==> src/rtl/core/dense_matrix_vector_product_macros.svh <==
// Assertion macros used by the RTL of the dense matrix-vector product.
`ifndef DENSE_MATRIX_VECTOR_PRODUCT_MACROS_SVH
`define DENSE_MATRIX_VECTOR_PRODUCT_MACROS_SVH

// Checked on every clock edge outside reset.
`define DMVP_ASSERT(label, prop, msg) \
    label: assert property (@(posedge i_clk) disable iff (!i_rst_n) prop) \
        else $error(msg);

// Checked on every clock edge, reset included.
`define DMVP_ASSERT_ALWAYS(label, prop, msg) \
    label: assert property (@(posedge i_clk) prop) \
        else $error(msg);

`endif

==> src/rtl/core/dmvp_pkg.sv <==
`default_nettype none

package dmvp_pkg;

    localparam int DIM_W   = 5;
    localparam int IDX_W   = 4;
    localparam int DATA_W  = 32;
    localparam int PROD_W  = 2 * DATA_W;
    // Up to 16 exact products, plus a sign bit of headroom.
    localparam int ACC_W   = PROD_W + 4;
    localparam int FRAC_W  = 16;

    // Longest compute run that the row field of a result can name.
    localparam int RUN_LIMIT = 16;

    localparam logic [DIM_W-1:0] DIM_RESET = 5'd16;

    localparam logic [1:0] CMD_WR_MATRIX = 2'd0;
    localparam logic [1:0] CMD_WR_VECTOR = 2'd1;
    localparam logic [1:0] CMD_COMPUTE   = 2'd2;

    localparam logic signed [ACC_W-1:0] ACC_HALF = 68'sd32768;
    localparam logic signed [ACC_W-1:0] ACC_QMAX = 68'sd2147483647;
    localparam logic signed [ACC_W-1:0] ACC_QMIN = -68'sd2147483648;

    typedef struct packed {
        logic [1:0]               command;
        logic [IDX_W-1:0]         row_index;
        logic [IDX_W-1:0]         column_index;
        logic signed [DATA_W-1:0] entry_value;
    } t_in_word;

    typedef struct packed {
        logic [IDX_W-1:0]         result_row;
        logic signed [DATA_W-1:0] product_value;
        logic                     saturated;
        logic                     last_row;
    } t_out_word;

    // Tag that travels with each operand pair through the store and the MAC.
    typedef struct packed {
        logic valid;
        logic first;
        logic last;
    } t_mac_ctl;

endpackage

`default_nettype wire

==> src/rtl/core/dmvp_mac.sv <==
`default_nettype none

module dmvp_mac (
    input  wire                                i_clk,
    input  wire                                i_rst_n,
    input  dmvp_pkg::t_mac_ctl                 i_ctl,
    input  wire signed [dmvp_pkg::DATA_W-1:0]  i_mat_data,
    input  wire signed [dmvp_pkg::DATA_W-1:0]  i_vec_data,
    output logic                               o_res_valid,
    output logic signed [dmvp_pkg::DATA_W-1:0] o_res_value,
    output logic                               o_res_sat
);
    import dmvp_pkg::*;

    t_mac_ctl                 r_prod_ctl;
    logic signed [PROD_W-1:0] r_prod;
    logic signed [ACC_W-1:0]  r_acc;
    logic signed [ACC_W-1:0]  n_acc;
    logic                     r_acc_done;
    logic signed [ACC_W-1:0]  w_round;
    logic                     r_res_valid;
    logic signed [DATA_W-1:0] r_res_value;
    logic                     r_res_sat;

    // Stage 1: exact Q32.32 product.
    always_ff @(posedge i_clk) begin
        r_prod <= i_mat_data * i_vec_data;
    end

    // Stage 2: exact running sum over the row.
    always_comb begin
        n_acc = (r_prod_ctl.first ? '0 : r_acc) + ACC_W'(r_prod);
    end

    always_ff @(posedge i_clk) begin
        if (r_prod_ctl.valid) begin
            r_acc <= n_acc;
        end
    end

    // Stage 3: round half up to Q16.16, then clip to 32 bits.
    assign w_round = (r_acc + ACC_HALF) >>> FRAC_W;

    always_ff @(posedge i_clk) begin
        if (w_round > ACC_QMAX) begin
            r_res_value <= DATA_W'(ACC_QMAX);
            r_res_sat   <= 1'b1;
        end else if (w_round < ACC_QMIN) begin
            r_res_value <= DATA_W'(ACC_QMIN);
            r_res_sat   <= 1'b1;
        end else begin
            r_res_value <= w_round[DATA_W-1:0];
            r_res_sat   <= 1'b0;
        end
    end

    always_ff @(posedge i_clk) begin
        if (!i_rst_n) begin
            r_prod_ctl  <= '0;
            r_acc_done  <= 1'b0;
            r_res_valid <= 1'b0;
        end else begin
            r_prod_ctl  <= i_ctl;
            r_acc_done  <= r_prod_ctl.valid && r_prod_ctl.last;
            r_res_valid <= r_acc_done;
        end
    end

    assign o_res_valid = r_res_valid;
    assign o_res_value = r_res_value;
    assign o_res_sat   = r_res_sat;

endmodule

`default_nettype wire

==> config.mk <==
export PLATFORM = sky130hd
export DESIGN_NAME = dmvp_mac
export DESIGN_NICKNAME = d
export VERILOG_FILES = /design/src/rtl/core/dense_matrix_vector_product_macros.svh /design/src/rtl/core/dmvp_pkg.sv /design/src/rtl/core/dmvp_mac.sv
export SDC_FILE = /design/constraint.sdc
export NUM_CORES = 2
export LEC_CHECK = 0
export CORE_MARGIN = 8
export CORE_UTILIZATION = 37
export DETAILED_ROUTE_END_ITERATION = 10
export DONT_BUFFER_PORTS = 1
export PLACE_DENSITY = 0.56
export RECOVER_POWER = 100
export SKIP_LAST_GASP = 1
export SLEW_MARGIN = 20
export SYNTH_ARGS = -nofsm -noshare
export SYNTH_HDL_FRONTEND = slang
export SYNTH_SLANG_ARGS = --single-unit
==> constraint.sdc <==
create_clock -name i_clk -period 12.6 [get_ports i_clk]
set_input_delay 1.89 -clock i_clk [delete_from_list [all_inputs] [get_ports i_clk]]
set_output_delay 1.89 -clock i_clk [all_outputs]
set_load 0.1 [all_outputs]
==> impl_metrics.json <==
{
  "final_nets": 6117,
  "cts_hold_buffers": 0,
  "drv_cap": 4,
  "cts-root-buf": "clkbuf_16",
  "synthFlopType": "dfxtp_1",
  "reg2regPathDepth": 14,
  "postCtsSetupBuffers": 0,
  "setup_viol": 0,
  "timing.rr.start": "r_prod_ctl[1]",
  "status": "finished, violations left",
  "n_antenna_cell": 0,
  "layout-drive-gt1-share": 0.01248,
  "fmaxAchievable_mhz": 102.6,
  "gp_congestion": 0.8697,
  "synth_warnings": 0,
  "yosysTopAreaCellShare": 0.4713,
  "syn_nets": 6329,
  "via_count": 32180,
  "first_global_vias": 34870,
  "end_kind": "register",
  "violations": "capacitance limit, slew limit",
  "synth_area_leaders": "fa_1 (47%), inv_1 (8.4%), and2_1 (7.2%)",
  "viasPerCell": 5.057,
  "synth_edf_count": 68,
  "die_h_um": 368.6,
  "drt_drc_violations_left": 0,
  "clk_pin_slew_ns": 0.07,
  "syn_avg_cell_area_um2": 9.341,
  "synth_area_um2": 46000,
  "post-dp-hpwl_mm": 98.95,
  "worst_pin_slew_ns": 3.525,
  "worstHoldPathCells": 1,
  "critical_path_class": "in -> reg",
  "cts_buffers": 17,
  "die_x_um": 368.6,
  "first_pass_iters": 6,
  "clock_path_buffers": 2,
  "worstPathMaxFanout": 32,
  "ff2ff_setup_slack_ns": 5.50,
  "coreArea_um2": 123500,
  "grt_max_degree": 61,
  "min_path_type": "reg -> reg",
  "synthDistinctLibCells": 79,
  "start_util": 0.3726,
  "rsz0062_at_grt": "no",
  "wl_mm": 129.6,
  "required_ns": 12.92,
  "post_cts_resized": 0,
  "netlist_instances": 4925,
  "die_area_um2": 135900,
  "n_fill_cell": 12380,
  "track_usage": 0.1916,
  "grt.overflow.total": 0,
  "finalSetupTns_ns": 0,
  "cp-start-kind": "primary input",
  "cts_tree": "built",
  "antenna_found_initial": 4,
  "fin_crit_ns": 9.742,
  "min-delay-start": "r_acc_done",
  "htreeDepth": 4,
  "worstReg2RegEnd": "r_acc[66]",
  "synth_most_common_cell": "fa_1",
  "drt_iter0_drc": 1997,
  "synth_commonest_cells": "fa_1 (1083), inv_1 (1031), nand2_1 (603)",
  "wl_per_cell_um": 20.36,
  "cts.sinks": 170,
  "yosys.area.top_type": "fa_1",
  "skew_ns": 0.01201,
  "clock_latency_ns": 0.46,
  "grt_first_pass_wirelength_mm": 205.1,
  "slew-limit-headroom": -1.350,
  "yosysSeqAreaShare": 0.08877,
  "cp_data_arrival_time_ns": 10.06,
  "whs_endpoint": "o_res_valid",
  "port_buffers": 0,
  "antenna_left": 0,
  "rows": 129,
  "synth-seq-cells": 170,
  "maxSlewViolCount": 146,
  "hold_violations": 0,
  "timing.final.crit_share": 0.7732,
  "syn2layout_area_growth_pct": 3.557,
  "num_io_pins": 103,
  "async_flop_share": 0
}
state kept, by name (all words and copies together) (netlist names):
register and cells:
o_res_sat 1, r_acc_done 1, r_prod_ctl 3, r_acc 68, o_res_value 32, o_res_valid 1
r_prod 64
critical path, cell delays in order:
cell and delay [ns]:
nand2_1 0.10, inv_1 0.09, fa_1 0.60, fa_1 0.47, fa_1 0.75, fa_1 1.13
inv_1 0.46, fa_1 0.60, inv_1 0.06, fa_1 0.54, fa_1 0.43, fa_1 0.47
ha_1 0.37, a21o_1 0.20, a21o_1 0.18, a21o_1 0.19, a21o_1 0.17, a21oi_1 0.19
nand3_1 0.09, o21ai_0 0.31, nor3_1 0.11, a2111oi_0 0.49, xnor2_1 0.14
how the worst max path moves through the flow:
stage	from	slack [ns]	cells past startpoint	to
2_1_floorplan	i_vec_data[2]	3.25	24	r_prod[63]
3_3_place_gp	i_vec_data[2]	2.67	23	r_prod[63]
3_5_place_dp	i_vec_data[2]	2.54	23	r_prod[63]
4_1_cts	i_vec_data[2]	3.02	23	r_prod[63]
5_1_grt	i_vec_data[2]	2.57	23	r_prod[63]
6_report	i_vec_data[2]	2.86	23	r_prod[63]
placed cells by master, fill, tap and decap left out, types with 21 or more instances in the layout:
cell      netlist  routed
fa_1         1083    1083
inv_1        1031    1031
nand2_1       603     603
and2_1        526     513
ha_1          252     252
a21oi_1       141     163
nor2_1        110     110
xnor2_1       105     105
dfxtp_1       102     102
o21ai_0        82      87
nor2b_1        75      75
edfxtp_1       68      68
xor2_1         66      66
a21o_1         59      59
nand3_1        46      46
nand4_1        27      28
and3_1         26      26
nand2b_1       22      22
nor3_1         21      21
logic make-up after synthesis:
group / count (synthesis) / share of synthesized area
compound gates: 474 / 0.06775
xor+xnor: 171 / 0.03256
fa+ha+maj: 1335 / 0.5398
buf+inv: 1269 / 0.1047
flops: 170 / 0.08877
mux: 2 / 0.0004623
simple gates: 1504 / 0.1660
cell type report:
type                    instances  area, µm²  area share
clock buffers                  17      425.4    0.008930
well taps                    1637       2048     0.04299
flip-flops and latches        170       4084     0.08572
inverters                    1031       3870     0.08123
repair buffers                  7      33.78   0.0007091
multi-input cells            3486      37000      0.7767
clock inverters                15      178.9    0.003756
metrics by stage:
stage | util | worst slack [ns] | hold WS (ns) | instances | instance area, µm²
6_report | 0.3858 | 2.858 | 0.4453 | 6363 | 47640
5_1_grt | 0.3858 | 2.573 | 0.4599 | 6363 | 47640
4_1_cts | 0.3869 | 3.018 | 0.4536 | 6363 | 47770
3_5_place_dp | 0.3820 | 2.538 | 0.4385 | 6331 | 47170
3_3_place_gp | 0.3820 | 2.666 | 0.4191 | 6331 | 47170
2_1_floorplan | - | 3.247 | 0.4118 | 4925 | 46000
per-layer routing:
layer  GRT usage  up-vias  wire [µm]
met1      0.2803    16590      60630
met2      0.3002     1092      57490
li1            -    14350          -
met4     0.04059        0       2405
met3     0.03026      152       9046
met5           0        -          0
Power is left out: the tool's default activity adds up to more than one toggle a clock period on the data nets, which glitch-free logic cannot reach.
